[src/hdl/tmx_pkg.sv]
// Shared types, constants and helpers of the thruster mixer.
package tmx_pkg;

	// Field widths of one command set and one motor set.
	localparam int CMD_W  = 16;
	localparam int IN_W   = 6 * CMD_W;
	localparam int OUT_W  = 80;
	localparam int M14_W  = 12;
	localparam int M24_W  = 11;
	localparam int M56_W  = 17;

	// Q16 gains, rounded to nearest.
	localparam int ROLL_GAIN  = 29308;
	localparam int PITCH_GAIN = 58617;
	localparam int TURN_GAIN  = 19661;

	// Mapping and clamp limits.
	localparam int MAP_SPAN = 4000;
	localparam int MAP_OFS  = 2000;
	localparam int PWM_LOW  = 1000;
	localparam int PWM_HIGH = 2000;
	localparam int PWM_W    = 11;

	// Internal widths.
	localparam int PROD_W = 33;
	localparam int SUM_W  = 35;
	localparam int D_W    = 32;
	localparam int N_W    = 28;
	localparam int Q_W    = 12;
	localparam int DEN_W  = 16;
	localparam int SPAN_W = 17;

	// Stage of the output register: four mixing stages, one per quotient bit, one output.
	localparam int OUT_STAGE = 4 + Q_W + 1;

	// Register indexes of the configuration port.
	localparam logic REG_LIFT_LO = 1'b0;
	localparam logic REG_LIFT_HI = 1'b1;

	typedef enum logic [1:0] {
		MODE_DIV = 2'd0,
		MODE_MAX = 2'd1,
		MODE_MIN = 2'd2
	} mode_t;

	typedef struct packed {
		logic signed [CMD_W-1:0]  tmin;
		logic signed [CMD_W-1:0]  tmax;
		logic signed [SPAN_W-1:0] span;
	} cfg_t;

	typedef struct packed {
		mode_t          mode;
		logic [N_W-1:0] num;
	} lane_t;

	// Clamped PWM value from the quotient of the thrust mapping.
	function automatic logic [PWM_W-1:0] pwm_of(input mode_t mode, input logic [Q_W-1:0] quo);
		logic [PWM_W-1:0] res;
		res = PWM_W'(PWM_LOW);
		unique case (mode)
			MODE_DIV: begin
				if (quo >= Q_W'(PWM_LOW + MAP_OFS))
					res = PWM_W'(quo - Q_W'(MAP_OFS));
			end
			MODE_MAX: res = PWM_W'(PWM_HIGH);
			MODE_MIN: res = PWM_W'(PWM_LOW);
			default:  res = PWM_W'(PWM_LOW);
		endcase
		return res;
	endfunction

endpackage

[src/hdl/tmx_mix.sv]
// Mixing front end: gains, mixed sums, range clamp and scaling to the divider numerator.
module tmx_mix (
	input  logic                                  clk,
	input  logic                                  ce,
	input  tmx_pkg::cfg_t                         cfg,
	input  logic [tmx_pkg::IN_W-1:0]              in_data,
	output tmx_pkg::lane_t [3:0]                  lane,
	output logic signed [tmx_pkg::M56_W-1:0]      motor5,
	output logic signed [tmx_pkg::M56_W-1:0]      motor6
);

	localparam int CW = tmx_pkg::CMD_W;
	localparam int PW = tmx_pkg::PROD_W;
	localparam int SW = tmx_pkg::SUM_W;
	localparam int MW = tmx_pkg::M56_W;

	logic signed [CW-1:0] base_s1, yaw_s1, fwd_s1;
	logic signed [PW-1:0] roll_s1, pitch_s1, turn_s1;
	logic signed [SW-1:0] sum_s2 [4];
	logic signed [SW-1:0] f5_s2, f6_s2;
	tmx_pkg::mode_t       mode_s3 [4];
	logic [tmx_pkg::D_W-1:0] d_s3 [4];
	logic signed [MW-1:0] m5_s3, m6_s3;
	tmx_pkg::lane_t [3:0] lane_s4;
	logic signed [MW-1:0] m5_s4, m6_s4;

	logic signed [SW-1:0] base_x, yaw_x, fwd_x, roll_x, pitch_x, turn_x;
	logic signed [SW-1:0] hi_x, lo_x;
	logic signed [SW-1:0] f5_t, f6_t;
	logic signed [SW-1:0] diff [4];
	tmx_pkg::mode_t       mode_c [4];

	// Stage 1: the three gain products.
	always_ff @(posedge clk) begin
		if (ce) begin
			base_s1  <= $signed(in_data[0*CW +: CW]);
			roll_s1  <= PW'($signed(in_data[1*CW +: CW])) * PW'(tmx_pkg::ROLL_GAIN);
			pitch_s1 <= PW'($signed(in_data[2*CW +: CW])) * PW'(tmx_pkg::PITCH_GAIN);
			yaw_s1   <= $signed(in_data[3*CW +: CW]);
			fwd_s1   <= $signed(in_data[4*CW +: CW]);
			turn_s1  <= PW'($signed(in_data[5*CW +: CW])) * PW'(tmx_pkg::TURN_GAIN);
		end
	end

	// Stage 2: Q16 sums for the four vertical and two horizontal thrusters.
	assign base_x  = SW'($signed({base_s1, 16'h0000}));
	assign yaw_x   = SW'($signed({yaw_s1, 16'h0000}));
	assign fwd_x   = SW'($signed({fwd_s1, 16'h0000}));
	assign roll_x  = SW'(roll_s1);
	assign pitch_x = SW'(pitch_s1);
	assign turn_x  = SW'(turn_s1);

	always_ff @(posedge clk) begin
		if (ce) begin
			sum_s2[0] <= base_x + roll_x + pitch_x + yaw_x;
			sum_s2[1] <= base_x + roll_x - pitch_x - yaw_x;
			sum_s2[2] <= base_x - roll_x - pitch_x + yaw_x;
			sum_s2[3] <= base_x - roll_x + pitch_x - yaw_x;
			f5_s2     <= fwd_x + turn_x;
			f6_s2     <= fwd_x - turn_x;
		end
	end

	// Stage 3: range classification, offset from the lower bound, truncation of the
	// horizontal sums toward zero and negation of the motor 5 value.
	assign hi_x = SW'($signed({cfg.tmax, 16'h0000}));
	assign lo_x = SW'($signed({cfg.tmin, 16'h0000}));
	assign f5_t = f5_s2 + (f5_s2[SW-1] ? SW'(65535) : SW'(0));
	assign f6_t = f6_s2 + (f6_s2[SW-1] ? SW'(65535) : SW'(0));

	always_comb begin
		for (int i = 0; i < 4; i++) begin
			diff[i] = sum_s2[i] - lo_x;
			if (cfg.span == '0)
				mode_c[i] = tmx_pkg::MODE_MIN;
			else if (sum_s2[i] > hi_x)
				mode_c[i] = tmx_pkg::MODE_MAX;
			else if (cfg.span[tmx_pkg::SPAN_W-1] || sum_s2[i] < lo_x)
				mode_c[i] = tmx_pkg::MODE_MIN;
			else
				mode_c[i] = tmx_pkg::MODE_DIV;
		end
	end

	always_ff @(posedge clk) begin
		if (ce) begin
			for (int i = 0; i < 4; i++) begin
				mode_s3[i] <= mode_c[i];
				d_s3[i]    <= diff[i][tmx_pkg::D_W-1:0];
			end
			m5_s3 <= MW'(0) - f5_t[16 +: MW];
			m6_s3 <= f6_t[16 +: MW];
		end
	end

	// Stage 4: numerator floor(d * 4000 / 65536) for the divider.
	always_ff @(posedge clk) begin
		if (ce) begin
			for (int i = 0; i < 4; i++) begin
				lane_s4[i].mode <= mode_s3[i];
				lane_s4[i].num  <= tmx_pkg::N_W'((44'(d_s3[i]) * 44'(tmx_pkg::MAP_SPAN)) >> 16);
			end
			m5_s4 <= m5_s3;
			m6_s4 <= m6_s3;
		end
	end

	assign lane   = lane_s4;
	assign motor5 = m5_s4;
	assign motor6 = m6_s4;

endmodule

[config.mk]
export PLATFORM = sky130hd
export DESIGN_NAME = tmx_mix
export DESIGN_NICKNAME = d
export VERILOG_FILES = /design/src/hdl/tmx_pkg.sv /design/src/hdl/tmx_mix.sv
export SDC_FILE = /design/constraint.sdc
export NUM_CORES = 2
export LEC_CHECK = 0
export BUFFER_PORTS_ARGS = -buffer_cell sky130_fd_sc_hd__buf_2
export CORE_UTILIZATION = 40
export DETAILED_ROUTE_END_ITERATION = 16
export SKIP_LAST_GASP = 1
export SYNTH_ARGS = -nofsm -noshare
export SYNTH_HDL_FRONTEND = slang
export SYNTH_SLANG_ARGS = --single-unit
[constraint.sdc]
create_clock -name clk -period 17 [get_ports clk]
set_input_delay 1.7 -clock clk [delete_from_list [all_inputs] [get_ports clk]]
set_output_delay 1.7 -clock clk [all_outputs]
set_load 0.05 [all_outputs]
* Yosys cells after proc, flatten, opt, wreduce, memory -nomap -nowiden
Memories as Yosys holds them, arrays and structs flattened. A register that Yosys moved wholly into a read port is not among the register bits.
Index checks and enable logic that the tools add are counted.
** Cells by class
- Muxes and demuxes :: 16
- Shift-type cells :: 0
- Add/subtract/negate cells :: 19
- Reduce and logical (&&, ||, !) cells :: 5
- Multiply operators :: 7
- Order comparisons :: 8
- Divide/modulo/power cells :: 0
- Bitwise operators :: 0
- Equal/unequal tests :: 0
** Operators by type and width (count)
- $mul 32x7->39 const B :: 4
- $gt 35x32->1 :: 4
- $lt 35x32->1 :: 4
- $sub 32x32->32 :: 4
- $add 35x32->35 :: 2
- $sub 34x32->35 :: 2
- $add 33x33->34 :: 2
- $sub 33x33->34 :: 2
- $add 32x32->33 :: 2
- $add 33x17->33 :: 2
- $sub 32x32->33 :: 2
- $mul 16x17->33 const B :: 1
- $mul 16x16->32 const B :: 1
- $mux 16 :: 2
- $mul 16x14->30 const B :: 1
- $mux 2 :: 12
- $logic_not 17->1 :: 1
- $sub 1x17->17 const A :: 1
- $logic_or 1x1->1 :: 4
- $mux 1 :: 2
** Word-level totals
- Memories :: 3
- Register bits after elaboration :: 389
- ROM bits :: 0
- Latch bits :: 0
- Memory bits (writable) :: 276
** Memory list
- sum_s2 :: depth 4, bits a word 35, rd ports 4, clocked after Yosys merged registers in 0, wr ports 4, line tmx_mix.sv:19 : logic signed [SW-1:0] sum_s2 [4];
- d_s3 :: depth 4, bits a word 32, rd ports 4, clocked after Yosys merged registers in 0, wr ports 4, line tmx_mix.sv:22 : logic [tmx_pkg::D_W-1:0] d_s3 [4];
- mode_s3 :: depth 4, bits a word 2, rd ports 4, clocked after Yosys merged registers in 4, wr ports 4, line tmx_mix.sv:21 : tmx_pkg::mode_t mode_s3 [4];

* Depth between registers and ports, before layout
An unclocked memory read counts as a cell.
- Word-level depth :: 6
- Mapped depth :: 27
- Gate-level depth less buffers :: 27

* Worst setup path after synthesis
Ideal clock, no wire load.
- Path type :: in2reg
- From :: input port in_data[39] (netlist name)
- To :: register pitch_s1[31], data pin
- Data required time :: 16.735 ns
- Setup slack :: 10.112 ns
- Arrival time :: 6.623 ns
- Cell stages on the path :: 18
- Buffers on the path :: 0
- Setup time :: 0.265 ns
- Cell sequence :: fa_1 > inv_1 > fa_1 > fa_1 > inv_1 > fa_1 > fa_1 > fa_1 > ha_1 > a21oi_1 > a21boi_0 > a211o_1 > o31ai_1 > o21ai_0 > and3_1 > o21ai_0 > a32oi_1 > xor2_1
** Between the ends
- Cells in the longest elaborated chain, start to end :: 1
** Ends and longest elaborated chain
- start, declared :: line tmx_mix.sv:6 : input logic [tmx_pkg::IN_W-1:0] in_data,
- $mul 16x17->33 :: line tmx_mix.sv:38 : pitch_s1 <= PW'($signed(in_data[2*CW +: CW])) * PW'(tmx_pkg::PITCH_GAIN);
- end signal, assigned :: line tmx_mix.sv:38
- end, declared :: line tmx_mix.sv:18 : logic signed [PW-1:0] roll_s1, pitch_s1, turn_s1;
Every way passes these cells.
A chain may end at the register's enable or synchronous reset.

==> run summary <==
Core Area: 0.179 mm^2
first-pass GRT wire length: 273000 um
# setup viols final: 0
Die Wd: 427 um
Rel. slew slack: 25.5%
CTS root buffer: clkbuf_16
CTS Buf Count: 79
Area contributors post-synth: edfxtp_1 27%, fa_1 22%, ha_1 19%
max-cap violations: 0
IO Count: 301
initial drt markers: 2210
hold_buf cts: 0
WL final: 175000 um
required time of the critical path: 17.43 ns
H-tree levels: 3
fin crit share: 40.6%
Seq/Total Area, Yosys: 27.4%
area grow syn2layout: 9.75%
Critical Path Fanout Max: 7
Worst setup SP type: flop
Yosys top cell area share: 27.4%
final core utilization: 44.4%
Resized Gates After CTS: 0
# DRC: 0
layout cell share with drive strength beyond 1: 6.98%
Routed Antenna Nets: 0
total gr overflow: 0
hold crit path type: reg -> reg
clk buf depth: 3
largest net degree at the start of global routing: 93
ys flop type: edfxtp_1
clk_lat worst skew: 0.70 ns
HPWL Detailed: 152000 um
Syn. warnings: 0
Yosys cell types: 92
Post-Route Skew: 0.0285 ns
post-CTS setup-driven buffer insertion count: 0
Global Route Usage Sum: 19.4%
async set-reset flop share out of synthesis: 0%
CP Class: reg -> reg
starting density of the core: 40.4%
Post-Synthesis Cells: 6738
Core Rows: 155
Die ar.: 0.183 mm^2
RSZ-0062 raised after global routing: false
most common cell in the netlist: inv_1
DR WL/cell: 18.4 um
fin nets: 9162
CTS clk-pin slew, worst paths: 0.06 ns
Final min period: 6.91 ns
number of port buffers: 300
Hold Vio Cnt, Final: 0
DR pass1 iterations: 6
final setup TNS: 0 ns
count of state elements after synthesis: 660
Slew Limit Fails: 0
Tightest Pin Transition: 1.10 ns
CTS tree: done
Arr. time, crit path: 7.34 ns
leading area contributor after synthesis: edfxtp_1
syn_nets: 8796
f_max: 145 MHz
Die Y: 427 um
CP endpoint kind: flop
vias in the first global route: 48900
Synth top cells by count: 1441 x inv_1, 1121 x ha_1, 790 x fa_1, 660 x edfxtp_1, 349 x xnor2_1
GP Congestion: 0.928
status: completed
Via density: 4.98
initial antenna violation count: 27
Avg Inst Size Synth: 10.7 um^2
EDFF count, synth: 660
vias: 47400
TritonCTS sink count: 660
mapped cell area: 0.0723 mm^2
[cells by family (layout without fill, tap and decap cells)]
family	count (synthesis)	after routing	share of synthesized area [%]
AOI/OAI and AO/OA	1130	1130	10.4
muxes	9	9	0.126
DFF	660	660	27.4
buffers and inverters	1473	1899	7.66
adders and majority gates	1911	1911	41.3
xor gates and xnor gates	479	479	5.80
and+or+nand+nor	1076	1076	7.38
other	0	4	0
[registers in the layout, summed over array words and instances, names as in the netlist]
register  flops
turn_s1      32
pitch_s1     33
f6_s2        32
roll_s1      30
sum_s2      134
fwd_s1       16
m5_s3        17
motor5       17
mode_s3       8
m6_s3        17
lane        120
base_s1      16
d_s3        122
yaw_s1       16
f5_s2        33
motor6       17
[final timing paths]
kind              start            end  slack (ns)  cells past startpoint
max reg2reg  roll_s1[2]  sum_s2[2][33]       10.09                     25
min reg2reg    m5_s3[6]      motor5[6]        0.41                      0
min            m5_s3[6]      motor5[6]        0.41                      0
max          roll_s1[2]  sum_s2[2][33]       10.09                     25
[routing by layer]
metal,routed length [um],vias to the layer above,global-route usage [%]
li1,-,23400,-
met5,130,-,0
met2,86700,660,34.1
met1,78100,23100,24.8
met4,5470,20,5.85
met3,4840,217,2.08
[critical path, cell delays in order, from the launching register on]
cell and delay (ns):
edfxtp_1 0.52, inv_1 0.18, ha_1 0.20, nor3b_1 0.76
nand3_1 0.18, xnor2_1 0.23, ha_1 0.36, a211oi_1 0.24
nor2_1 0.13, o41ai_2 0.43, or2b_1 0.27, a21o_1 0.22
a21o_1 0.18, a21oi_1 0.16, xnor2_1 0.09, ha_1 0.21
a21o_1 0.19, a21oi_1 0.22, o21ai_0 0.18, o41ai_1 0.73
o211ai_1 0.28, nand3_1 0.16, nand3_1 0.11, nor3_1 0.16
o21bai_1 0.10, xor2_1 0.15
[layout by cell type (no fill, tap or decap), types with 52 or more instances in the layout]
cell type / count
o21ai_0: 192
o21a_1: 64
xor2_1: 130
nand2_1: 180
nand4_1: 63
nor2_1: 325
buf_2: 299
nor3_1: 104
xnor2_1: 349
nand3_1: 82
nor2b_1: 63
ha_1: 1121
fa_1: 790
a21o_1: 163
o21bai_1: 63
clkbuf_16: 80
nand2b_1: 52
inv_1: 1441
edfxtp_1: 660
a21oi_1: 328
[through the flow]
stage | hold WS, ns | instances | worst slack (ns) | instance area (um^2)
floorplan | 0.400 | 6738 | 10.11 | 72300
global placement | 0.401 | 9378 | 9.51 | 76800
CTS | 0.411 | 9519 | 10.12 | 79400
detailed placement | 0.405 | 9378 | 9.39 | 76800
global route | 0.424 | 9522 | 9.48 | 79400
finish | 0.413 | 9523 | 10.09 | 79400
[cell type report]
cell class              instances  area (um^2)
diodes                          4         10.0
clock buffers                  96         2060
fillers                     16800        99600
inverters                    1442         5410
repair buffers                316         1630
clock inverters                45          524
flip-flops and latches        660        19800
well taps                    2355         2950
multi-input cells            4605        47000
Power is not shown: default switching activity piles up to over one toggle a cycle in this logic, so the estimate is an artifact.
