===== src/hdl/tmx_pkg.sv =====
// Shared types, constants and helpers of the thruster mixer.
package tmx_pkg;

	// Field widths of one command set and one motor set.
	localparam int CMD_W  = 16;
	localparam int IN_W   = 6 * CMD_W;
	localparam int OUT_W  = 80;
	localparam int M14_W  = 12;
	localparam int M24_W  = 11;
	localparam int M56_W  = 17;

	// Q16 gains, rounded to nearest.
	localparam int ROLL_GAIN  = 29308;
	localparam int PITCH_GAIN = 58617;
	localparam int TURN_GAIN  = 19661;

	// Mapping and clamp limits.
	localparam int MAP_SPAN = 4000;
	localparam int MAP_OFS  = 2000;
	localparam int PWM_LOW  = 1000;
	localparam int PWM_HIGH = 2000;
	localparam int PWM_W    = 11;

	// Internal widths.
	localparam int PROD_W = 33;
	localparam int SUM_W  = 35;
	localparam int D_W    = 32;
	localparam int N_W    = 28;
	localparam int Q_W    = 12;
	localparam int DEN_W  = 16;
	localparam int SPAN_W = 17;

	// Stage of the output register: four mixing stages, one per quotient bit, one output.
	localparam int OUT_STAGE = 4 + Q_W + 1;

	// Register indexes of the configuration port.
	localparam logic REG_LIFT_LO = 1'b0;
	localparam logic REG_LIFT_HI = 1'b1;

	typedef enum logic [1:0] {
		MODE_DIV = 2'd0,
		MODE_MAX = 2'd1,
		MODE_MIN = 2'd2
	} mode_t;

	typedef struct packed {
		logic signed [CMD_W-1:0]  tmin;
		logic signed [CMD_W-1:0]  tmax;
		logic signed [SPAN_W-1:0] span;
	} cfg_t;

	typedef struct packed {
		mode_t          mode;
		logic [N_W-1:0] num;
	} lane_t;

	// Clamped PWM value from the quotient of the thrust mapping.
	function automatic logic [PWM_W-1:0] pwm_of(input mode_t mode, input logic [Q_W-1:0] quo);
		logic [PWM_W-1:0] res;
		res = PWM_W'(PWM_LOW);
		unique case (mode)
			MODE_DIV: begin
				if (quo >= Q_W'(PWM_LOW + MAP_OFS))
					res = PWM_W'(quo - Q_W'(MAP_OFS));
			end
			MODE_MAX: res = PWM_W'(PWM_HIGH);
			MODE_MIN: res = PWM_W'(PWM_LOW);
			default:  res = PWM_W'(PWM_LOW);
		endcase
		return res;
	endfunction

endpackage


===== src/hdl/tmx_div.sv =====
// Pipelined restoring divider: one quotient bit per stage, mode carried alongside.
module tmx_div (
	input  logic                         clk,
	input  logic                         ce,
	input  tmx_pkg::lane_t               lane,
	input  logic [tmx_pkg::DEN_W-1:0]    den,
	output logic [tmx_pkg::Q_W-1:0]      quo,
	output tmx_pkg::mode_t               mode
);

	localparam int QW = tmx_pkg::Q_W;
	localparam int NW = tmx_pkg::N_W;

	logic [NW-1:0]  rem_s  [QW-1];
	logic [QW-1:0]  quo_s  [QW];
	tmx_pkg::mode_t mode_s [QW];

	for (genvar j = 0; j < QW; j++) begin : g_stage
		localparam int K = QW - 1 - j;
		logic [NW-1:0]  rem_in;
		logic [QW-1:0]  quo_in;
		tmx_pkg::mode_t mode_in;
		logic [NW-1:0]  dsh;
		logic           ge;

		if (j == 0) begin : g_first
			assign rem_in  = lane.num;
			assign quo_in  = '0;
			assign mode_in = lane.mode;
		end else begin : g_next
			assign rem_in  = rem_s[j-1];
			assign quo_in  = quo_s[j-1];
			assign mode_in = mode_s[j-1];
		end

		assign dsh = NW'(den) << K;
		assign ge  = rem_in >= dsh;

		always_ff @(posedge clk) begin
			if (ce) begin
				quo_s[j]  <= quo_in | (ge ? (QW'(1) << K) : QW'(0));
				mode_s[j] <= mode_in;
			end
		end

		if (j < QW - 1) begin : g_rem
			always_ff @(posedge clk) begin
				if (ce)
					rem_s[j] <= ge ? rem_in - dsh : rem_in;
			end
		end
	end

	assign quo  = quo_s[QW-1];
	assign mode = mode_s[QW-1];

endmodule


===== config.mk =====
export PLATFORM = sky130hd
export DESIGN_NAME = tmx_div
export DESIGN_NICKNAME = d
export VERILOG_FILES = /design/src/hdl/tmx_pkg.sv /design/src/hdl/tmx_div.sv
export SDC_FILE = /design/constraint.sdc
export NUM_CORES = 1
export LEC_CHECK = 0
export BUFFER_PORTS_ARGS = -buffer_cell sky130_fd_sc_hd__buf_2
export CAP_MARGIN = 10
export CORE_MARGIN = 8
export CORE_UTILIZATION = 45
export DETAILED_ROUTE_END_ITERATION = 10
export PLACE_DENSITY = 0.63
export SETUP_SLACK_MARGIN = 0.02
export SLEW_MARGIN = 20
export SYNTH_ARGS = -nofsm -noshare
export SYNTH_HDL_FRONTEND = slang
export SYNTH_SLANG_ARGS = --single-unit

===== constraint.sdc =====
create_clock -name clk -period 4.35 [get_ports clk]
set_input_delay 0.2175 -clock clk [delete_from_list [all_inputs] [get_ports clk]]
set_output_delay 0.2175 -clock clk [all_outputs]
set_load 0.05 [all_outputs]

# Word-level counts from Yosys, hierarchy flattened
# Memories as Yosys holds them, arrays and structs flattened.
# Cells that the tools add are included.
dict set report op_classes {
  add_sub_neg 11
  magnitude_cmp 12
  n_bitwise 11
  muxes 25
}
# cell count
set op_table {}
lappend op_table {{28-bit 2-to-1 mux} 11}
lappend op_table {{28-bit by 16-bit greater-or-equal comparator with 1-bit output} 1}
lappend op_table {{28-bit by 17-bit greater-or-equal comparator with 1-bit output} 1}
lappend op_table {{28-bit by 18-bit greater-or-equal comparator with 1-bit output} 1}
lappend op_table {{28-bit by 19-bit greater-or-equal comparator with 1-bit output} 1}
lappend op_table {{28-bit by 20-bit greater-or-equal comparator with 1-bit output} 1}
lappend op_table {{28-bit by 21-bit greater-or-equal comparator with 1-bit output} 1}
lappend op_table {{28-bit by 22-bit greater-or-equal comparator with 1-bit output} 1}
lappend op_table {{28-bit by 23-bit greater-or-equal comparator with 1-bit output} 1}
lappend op_table {{28-bit by 24-bit greater-or-equal comparator with 1-bit output} 1}
lappend op_table {{28-bit by 25-bit greater-or-equal comparator with 1-bit output} 1}
lappend op_table {{28-bit by 26-bit greater-or-equal comparator with 1-bit output} 1}
lappend op_table {{28-bit by 27-bit greater-or-equal comparator with 1-bit output} 1}
lappend op_table {{28-bit by 17-bit subtractor with 28-bit output} 1}
lappend op_table {{28-bit by 18-bit subtractor with 28-bit output} 1}
lappend op_table {{28-bit by 19-bit subtractor with 28-bit output} 1}
lappend op_table {{28-bit by 20-bit subtractor with 28-bit output} 1}
lappend op_table {{28-bit by 21-bit subtractor with 28-bit output} 1}
lappend op_table {{28-bit by 22-bit subtractor with 28-bit output} 1}
lappend op_table {{28-bit by 23-bit subtractor with 28-bit output} 1}
lappend op_table {{28-bit by 24-bit subtractor with 28-bit output} 1}
lappend op_table {{28-bit by 25-bit subtractor with 28-bit output} 1}
lappend op_table {{28-bit by 26-bit subtractor with 28-bit output} 1}
lappend op_table {{28-bit by 27-bit subtractor with 28-bit output} 1}
lappend op_table {{23 further kinds} 25}
dict set report totals {
  reg_bits 0
  in_bits 48
  ram_bits 476
  memories 3
  out_inout_bits 14
}
# name depth width read_ports rd_clocked_by_memory_dff wr line_no
set memory_table {}
lappend memory_table {rem_s 11 28 11 0 11 tmx_div.sv:14} ;# logic [NW-1:0] rem_s [QW-1];
lappend memory_table {quo_s 12 12 12 0 12 tmx_div.sv:15} ;# logic [QW-1:0] quo_s [QW];
lappend memory_table {mode_s 12 2 12 0 12 tmx_div.sv:16} ;# tmx_pkg::mode_t mode_s [QW];

# Depth between registers and ports, before layout
# Gate-level depths: netlist (run 1).
# An unclocked memory read counts as a cell.
dict set report depth {
  word_depth 4
  mapped_depth 14
}

# Worst setup path before layout (run 1)
# No wires, ideal clock.
dict set report synth_path {
  kind {input port to flip-flop}
  startpoint {input port den[1] in the netlist's numbering}
  endpoint {memory rem_s[0][15] in the netlist's numbering (data pin)}
  arrival_ps 2825
  path_stages 9
  path_buffers 0
  setup_slack_ps 1263
  cell_sequence {inv_1 ha_1 nor2b_1 o31a_1 o31ai_1 a211o_1 a31oi_1 a2111oi_4 mux2_1}
}
# element line_no
set synth_rtl {}
lappend synth_rtl {{start: declaration} tmx_div.sv:6} ;# input logic [tmx_pkg::DEN_W-1:0] den,
lappend synth_rtl {{end: declaration} tmx_div.sv:14}

==> impl_metrics.yaml, run 1 <==
timing:
  slew_headroom_pct: 44.72
  clock_skew_ns: 0.02563
  period_share_pct: 80.69
  drv_slew: 0
  period_needed_ns: 3.510
  setup_violations: 0
  finalHoldViolations: 0
  fin_setup_tns_ns: 0
  grt_setup_unrepaired: "false"
  worst_slew_pin_slew_ns: 0.8283
  hold_slack_ns: 0.1113
  fmax_mhz: 284.9
detailed_routing:
  wirelength_um: 59500
  vias: 17720
  antenna_left: 0
  dr.pass1.iters: 5
  drc: 0
  wl_per_cell_um: 19.32
  drt_iter0_drc: 936
  avgViaCountPerCell: 5.756
run_status:
  status: "complete, no violations"
synth:
  synth_nets: 2462
  synth_ff_type: "edfxtp_1"
  yosys-top-cells-area: "edfxtp_1 (50%), ha_1 (9.8%), xnor2_1 (3.5%), a21oi_1 (3.3%), xor2_1 (3.2%)"
  yosysWarnings: 0
  synth_top_cell_area_share_pct: 50.21
  syn_area_sq_um: 24520
  ys_async_sr_fraction_pct: 0
  avgSynthCellArea_sq_um: 11.09
  synth_area_leader_cell: "edfxtp_1"
  ys_ff_latch: 410
  ys_types: 85
  seq_area_frac_synth_pct: 50.21
  postSynthCellCount: 2211
  synth_edf_count: 410
floorplanning:
  rows: 85
  die_h_um: 249.4
  io_pins: 62
  initial_core_util_pct: 45.57
  core_area_sq_um: 53810
  die_x_um: 249.4
  die_area_sq_um: 62220
global_routing:
  gr-total-overflow: 0
  antenna_found_initial: 0
  grt_pass1_vias: 17870
  grt_max_degree: 97
  grt_first_pass_wirelength_um: 94140
  grt_use_total_pct: 18.68
pwr:
  leakagePower_nw: 10.62
  ir_drop_mv: 0.3176
  cellPowerDensity_nw_per_um2: 617.7
layout:
  drive_gt1_share_pct: 9.987
  nets: 2599
  multiInputGateArea_sq_um: 11730
  antenna_cells: 0
  area_growth_pct: 13.47
  final_cell_mix: "edfxtp_1 (410), nand2_1 (198), ha_1 (192), a21oi_1 (161), nor2_1 (153)"
  ff_latch_area_sq_um: 12310
  fill_cells: 4747
  layout_commonest_cell: "edfxtp_1"
clock_network:
  ctsResizeCount: 0
  cts_max_level: 2
  clk_pin_slew_ns: 0.06
  cts-root-buf: "clkbuf_16"
  cts.path.max_buffers: 3
  cts_tree: "done"
  cts.sinks: 410
  worstSkewPairLatency_ns: 0.60
  numCtsBuffers: 47
  hold_buffers: 30
  postCtsSetupRepairBufs: 0
critical_path:
  cp_max_fo: 16
  critPathKind: "reg -> reg"
  startpoint_type: "register"
  cp-end-kind: "register"
  cp.arrival_ns: 3.86
  critPathRequiredTime_ns: 4.70
place:
  dp_hpwl_um: 43710
  port_buffers: 61
  gp_congestion: 0.8948
min_path:
  min_path_type: "in -> reg"
job:
  drv_cap: 0
[cells by family (layout without fill, tap and decap cells)]
| group | Yosys count | in the layout | share of synthesized area (%) |
|---|---|---|---|
| buffers and inverters | 124 | 296 | 2.010 |
| AOI/OAI and AO/OA | 614 | 614 | 16.10 |
| adders and majority gates | 203 | 203 | 10.69 |
| xor gates and xnor gates | 186 | 186 | 6.644 |
| DFF | 410 | 410 | 50.21 |
| and+or+nand+nor | 645 | 645 | 13.02 |
| muxes | 29 | 29 | 1.316 |
[final timing paths]
check	slack, ns	endpoint	from	cells after the start
max reg2reg	0.84	rem_s[1][19]	rem_s[0][10]	13
max	0.84	rem_s[1][19]	rem_s[0][10]	13
min reg2reg	0.41	quo_s[8][4]	quo_s[7][4]	0
min	0.11	rem_s[1][10]	den[0]	3
[synthesized netlist by cell type, drive strengths merged, types with 5 or more instances]
cell type	instances
edfxtp	410
o22ai	5
o211ai	10
o31ai	17
nor4	26
o21ai	168
o31a	8
nand2b	27
a2111oi	9
or2	10
o2111ai	6
nand4b	6
o21bai	17
buf	21
a21boi	6
a211o	6
a21o	73
a211oi	19
nand3	45
a31oi	24
a21oi	163
xor2	89
or4	13
nor2	154
nor4b	9
nand4	24
xnor2	97
ha	192
and4	7
and3	11
and2	6
o21a	29
nor3	48
inv	74
a221oi	5
or3	14
mux2	26
nor2b	28
nand2	198
a31o	8
clkbuf	29
fa	11
nand3b	11
[worst max-delay path, cell delays in order (launching register included)]
cell	delay [ns]
edfxtp_1	0.38
inv_1	0.07
ha_1	0.15
inv_1	0.05
fa_1	0.42
a211oi_1	0.27
nor2_1	0.11
o41a_1	0.36
a221oi_2	0.39
a2111o_1	0.24
nand3_2	0.33
buf_4	0.33
nor2_1	0.09
a21oi_1	0.05
[layout make-up]
| type | instances | area share (%) |
|---|---|---|
| Sequential cell | 410 | 44.25 |
| Multi-Input combinational cell | 1677 | 42.17 |
| Clock buffer | 56 | 4.348 |
| Timing Repair Buffer | 138 | 3.660 |
| Tap cell | 696 | 3.130 |
| Clock inverter | 28 | 1.443 |
| Inverter | 74 | 0.9983 |
[report_power, final]
part           switching (mW)  internal [mW]  leakage (nW)
Sequential              0.666           5.81          3.93
Combinational            3.70           2.87          5.90
Clock                    1.62           2.53         0.787
[metal layers]
layer	vias up	part of all wire [%]	track usage [%]
li1	8702	-	-
met1	8523	42	21.78
met2	370	50	33.92
met3	129	3.8	2.432
met4	0	4.2	8.496
met5	-	0	0
[flip-flops by register name, summed over array words and instances, names as in the netlist]
signal / flops
quo_s: 78
mode_s: 24
rem_s: 308
[through the flow]
stage	utilization, %	total power, mW	instances	setup slack [ns]	cell area (sq um)
after floorplan	-	11.33	2211	1.263	24520
after global placement	48.15	12.93	2965	0.6831	25910
after detailed placement	48.15	13.04	2965	0.6668	25910
after CTS	51.70	17.30	3079	0.8211	27820
after global routing	51.70	18.31	3079	0.5675	27820
final	51.70	17.19	3079	0.8398	27820
No activity file was read; power rests on OpenSTA's default activity.
==> inputs of run 2 (changes only) <==
Settings changed: PLACE_DENSITY 0.63 to 0.65.
Clock period 4.35 ns to 3.1 ns, I/O delays scaled along.
==> impl_metrics.yaml, run 2 (same netlist as run 1, synthesis figures left out) <==
layout:
  final_cell_mix: "edfxtp_1 (410), buf_4 (200), nand2_1 (198), ha_1 (187), a21oi_1 (156)"
  antenna_cells: 0
  layout_commonest_cell: "edfxtp_1"
  reg.largest.list: "rem_s: 308 flops, quo_s: 78 flops, mode_s: 24 flops"
  nets: 2777
  multiInputGateArea_sq_um: 11970
  top_register: "rem_s"
  fill_cells: 4555
  area_growth_pct: 20.05
  drive_gt1_share_pct: 17.52
  largest_register_ffs: 308
  ff_latch_area_sq_um: 12310
detailed_routing:
  wl_per_cell_um: 19.14
  vias: 18530
  drt_iter0_drc: 1005
  dr.pass1.iters: 5
  drc: 0
  antenna_left: 0
  avgViaCountPerCell: 5.685
  wirelength_um: 62380
timing:
  grt_setup_unrepaired: "true"
  finalHoldViolations: 0
  hold_slack_ns: 0.1055
  worst_slew_pin_slew_ns: 0.8391
  period_share_pct: 100.6
  setup_violations: 1
  fin_setup_tns_ns: -0.01949
  period_needed_ns: 3.119
  fmax_mhz: 320.6
  setup_slack_ns: -0.01949
  clock_skew_ns: 0.03316
  drv_slew: 0
  slew_headroom_pct: 44.06
pwr:
  leakagePower_nw: 11.49
  ir_drop_mv: 0.4440
  total_power_mw: 24.67
  cellPowerDensity_nw_per_um2: 837.9
clock_network:
  worstSkewPairLatency_ns: 0.60
  cts_max_level: 2
  cts_tree: "done"
  cts.sinks: 410
  cts.path.max_buffers: 3
  numCtsBuffers: 47
  cts-root-buf: "clkbuf_16"
  clk_pin_slew_ns: 0.06
critical_path:
  critPathKind: "reg -> reg"
  cp-end-kind: "register"
  cp_max_fo: 4
  startpoint_type: "register"
  critPathRequiredTime_ns: 3.43
  cp.arrival_ns: 3.45
floorplanning:
  die_x_um: 249.4
  die_area_sq_um: 62220
  io_pins: 62
  initial_core_util_pct: 45.57
  core_area_sq_um: 53810
  die_h_um: 249.4
  rows: 85
run_status:
  status: "complete, but fails checks"
  violations: "setup timing"
global_routing:
  antenna_found_initial: 0
  grt_pass1_vias: 18640
  grt_max_degree: 87
  grt_first_pass_wirelength_um: 98120
  gr-total-overflow: 0
  grt_use_total_pct: 19.44
place:
  dp_hpwl_um: 45500
  port_buffers: 61
  gp_congestion: 0.9008
min_path:
  min_path_type: "in -> reg"
job:
  drv_cap: 0
-- run 2: worst paths after layout --
| kind | from | to | slack (ns) | depth (start not counted) |
|---|---|---|---|---|
| worst max-delay path | rem_s[9][1] | rem_s[10][23] | -0.02 | 12 |
| worst min-delay path | ce | quo_s[8][9] | 0.11 | 1 |
| worst max register to register | rem_s[9][1] | rem_s[10][23] | -0.02 | 12 |
| worst min register to register | quo_s[5][7] | quo_s[6][7] | 0.41 | 0 |
-- run 2: through the flow --
step | std cells | worst slack, ns | cell area (sq um) | util [%]
5_1_grt | 3259 | -0.1760 | 29440 | 54.70
3_3_place_gp | 3134 | -0.1089 | 27430 | 50.97
6_report | 3259 | -0.01949 | 29440 | 54.70
4_1_cts | 3252 | -0.05743 | 29210 | 54.27
3_5_place_dp | 3134 | -0.1912 | 27430 | 50.97
2_1_floorplan | 2211 | 0.07511 | 24520 | -
-- run 2: report_power, final --
part	switching, mW	total (mW)	internal, mW
registers	0.961	9.11	8.15
logic	5.52	10.4	4.89
clock network	2.26	5.15	2.89
total	8.74	24.7	15.9
-- run 2: what timing repair did --
| action | CTS | global route |
|---|---|---|
| setup buffers | 2 | 6 |
| hold endpoints to repair | 30 | 0 |
| endpoints found under the setup margin | 32 | 93 |
| resized for setup | 12 | 44 |
| hold buffers | 30 | 0 |
| pin swaps | 11 | 20 |
| cloned | 0 | 1 |
-- run 2: critical path, cell delays in order (launching register included) --
cell and delay, ns:
edfxtp_1 0.39, inv_1 0.07, ha_2 0.17, inv_2 0.04
fa_2 0.34, a21o_1 0.19, a311o_1 0.39, a2111oi_4 0.45
nor4_2 0.12, o31ai_2 0.28, nand3_2 0.15, nor4_2 0.18
xor2_1 0.10
-- run 2: metal layers --
| layer | part of all wire (%) | GRT usage, % | routed length [um] | vias to the layer above |
|---|---|---|---|---|
| li1 | - | - | - | 9042 |
| met1 | 40 | 22.34 | 25060 | 8945 |
| met2 | 51 | 35.39 | 31970 | 396 |
| met3 | 4.4 | 3.450 | 2728 | 144 |
| met4 | 4.2 | 8.011 | 2619 | 0 |
| met5 | 0 | 0 | 0 | - |
-- run 2: cell type report --
cell class	count	area share (%)
clock buffer	60	4.161
timing repair buffer	315	8.824
clock inverter	26	0.6418
sequential	410	41.82
inverter	74	0.9436
multi-input combinational	1678	40.65
tap	696	2.958
==> inputs of run 3 (changes only) <==
--- a/config.mk
+++ b/config.mk
@@ -7,8 +7,8 @@
 export LEC_CHECK = 0
-export BUFFER_PORTS_ARGS = -buffer_cell sky130_fd_sc_hd__buf_2
+export BUFFER_PORTS_ARGS = -buffer_cell sky130_fd_sc_hd__buf_4
 export CAP_MARGIN = 10
 export CORE_MARGIN = 8
-export CORE_UTILIZATION = 45
+export CORE_UTILIZATION = 58
 export DETAILED_ROUTE_END_ITERATION = 10
-export PLACE_DENSITY = 0.65
+export PLACE_DENSITY = 0.8
 export SETUP_SLACK_MARGIN = 0.02
--- a/constraint.sdc
+++ b/constraint.sdc
@@ -3,2 +3,2 @@
 set_output_delay 0.155 -clock clk [all_outputs]
-set_load 0.05 [all_outputs]
+set_load 0.005 [all_outputs]
==> impl_metrics.yaml, run 3 (same netlist as run 1, synthesis figures left out) <==
place:
  port_buffers: 61
  dp_hpwl_um: 44140
  gp_congestion: 0.9113
  place_area_sq_um: 27080
  placed_cells: 2947
timing:
  finalHoldViolations: 0
  slew_headroom_pct: 53.35
  clock_skew_ns: 0.01217
  setup_slack_ns: -0.08717
  hold_slack_ns: 0.07056
  period_share_pct: 102.8
  period_needed_ns: 3.187
  worst_slew_pin_slew_ns: 0.6998
  drv_slew: 0
  setup_violations: 3
  grt_setup_unrepaired: "true"
  fmax_mhz: 313.8
detailed_routing:
  drt_iter0_drc: 1610
  wl_per_cell_um: 19.53
  dr.pass1.iters: 6
  drc: 0
  wirelength_um: 60030
  antenna_left: 0
  avgViaCountPerCell: 6.045
  vias: 18580
min_path:
  min_path_type: "in -> reg"
layout:
  final_area_sq_um: 29010
  layout_commonest_cell: "edfxtp_1"
  drive_gt1_share_pct: 16.46
  final_cells: 3073
  final_cell_mix: "edfxtp_1 (410), buf_4 (240), nand2_1 (198), ha_1 (189), a21oi_1 (155)"
  largest_register_ffs: 308
  reg.largest.list: "rem_s: 308 flops, quo_s: 78 flops, mode_s: 24 flops"
  nets: 2749
  top_register: "rem_s"
  area_growth_pct: 18.29
  antenna_cells: 0
  final_core_util_pct: 69.30
critical_path:
  startpoint_type: "register"
  cp_max_fo: 3
  critPathRequiredTime_ns: 3.42
  critPathKind: "reg -> reg"
  cp.arrival_ns: 3.51
  cp-end-kind: "register"
clock_network:
  cts.path.max_buffers: 3
  clk_pin_slew_ns: 0.06
  cts_tree: "done"
  cts.sinks: 410
  worstSkewPairLatency_ns: 0.58
  numCtsBuffers: 46
  cts_max_level: 2
  cts-root-buf: "clkbuf_16"
global_routing:
  grt_use_total_pct: 23.83
  antenna_found_initial: 0
  grt_pass1_vias: 18640
  grt_max_degree: 86
  grt_first_pass_wirelength_um: 95130
  gr-total-overflow: 0
run_status:
  violations: "setup timing"
  status: "complete, but fails checks"
floorplanning:
  die_x_um: 221.6
  core_area_sq_um: 41850
  die_h_um: 221.6
  rows: 75
  io_pins: 62
  die_area_sq_um: 49110
  initial_core_util_pct: 58.59
pwr:
  cellPowerDensity_nw_per_um2: 841.9
  leakagePower_nw: 11.36
  total_power_mw: 24.42
  ir_drop_mv: 0.3828
job:
  drv_cap: 0
## run 3: cell count changes in the layout (fill, tap and decap cells not counted), sizes merged
cell	previous run	this run
clkinvlp	1	4
clkbuf	60	55
a31o	9	8
buf	285	259
## run 3: stage by stage
step	setup WS (ns)	setup TNS, ns
after global placement	-0.1028	-0.2177
after global routing	-0.2883	-1.087
after CTS	-0.06646	-0.1319
final	-0.08717	-0.1249
after detailed placement	-0.2002	-1.203
after floorplan	0.07511	0
## run 3: critical path: stages, from the launching register on
cell and delay (ns):
edfxtp_1 0.38, inv_1 0.07, ha_2 0.18, inv_2 0.04
fa_2 0.34, a21o_1 0.19, a311o_1 0.38, a2111oi_4 0.41
nor4_2 0.12, o31ai_2 0.26, nand3_2 0.15, nor4_2 0.29
xor2_1 0.11
## run 3: per-layer routing
layer / up-vias / routed length [um] / global-route usage, %
met3: 149 / 2540 / 3.333
li1: 9003 / - / -
met5: - / 0 / 0
met1: 8943 / 24080 / 27.68
met2: 480 / 30600 / 43.22
met4: 0 / 2810 / 10.84
## run 3: repair_timing
action | CTS | global route
resized for setup | 11 | 28
setup endpoints to repair | 10 | 77
hold buffers | 30 | 0
pin swaps | 12 | 8
buffers inserted | 9 | 4
endpoints found under the hold margin | 30 | 0
## run 3: worst paths after layout
| path | to | from | slack [ns] | cells after the start |
|---|---|---|---|---|
| setup / recovery | rem_s[10][23] | rem_s[9][1] | -0.09 | 12 |
| hold / removal | quo_s[4][9] | ce | 0.07 | 1 |
| setup reg to reg | rem_s[10][23] | rem_s[9][1] | -0.09 | 12 |
| hold reg to reg | quo_s[8][9] | quo_s[7][9] | 0.41 | 0 |
## run 3: layout make-up
class / instances / area [sq um]
Fill cell: 2966 / 12850
Multi-Input combinational cell: 1677 / 11880
Clock inverter: 29 / 198.9
Timing Repair Buffer: 289 / 2477
Clock buffer: 55 / 1185
Inverter: 74 / 277.8
Sequential cell: 410 / 12310
Tap cell: 539 / 674.4
## run 3: power breakdown
| part | switching [mW] | leakage, nW | internal, mW |
|---|---|---|---|
| clock network | 2.23 | 0.670 | 2.83 |
| logic | 5.44 | 6.76 | 4.80 |
| registers | 0.977 | 3.93 | 8.15 |
| total | 8.65 | 11.4 | 15.8 |
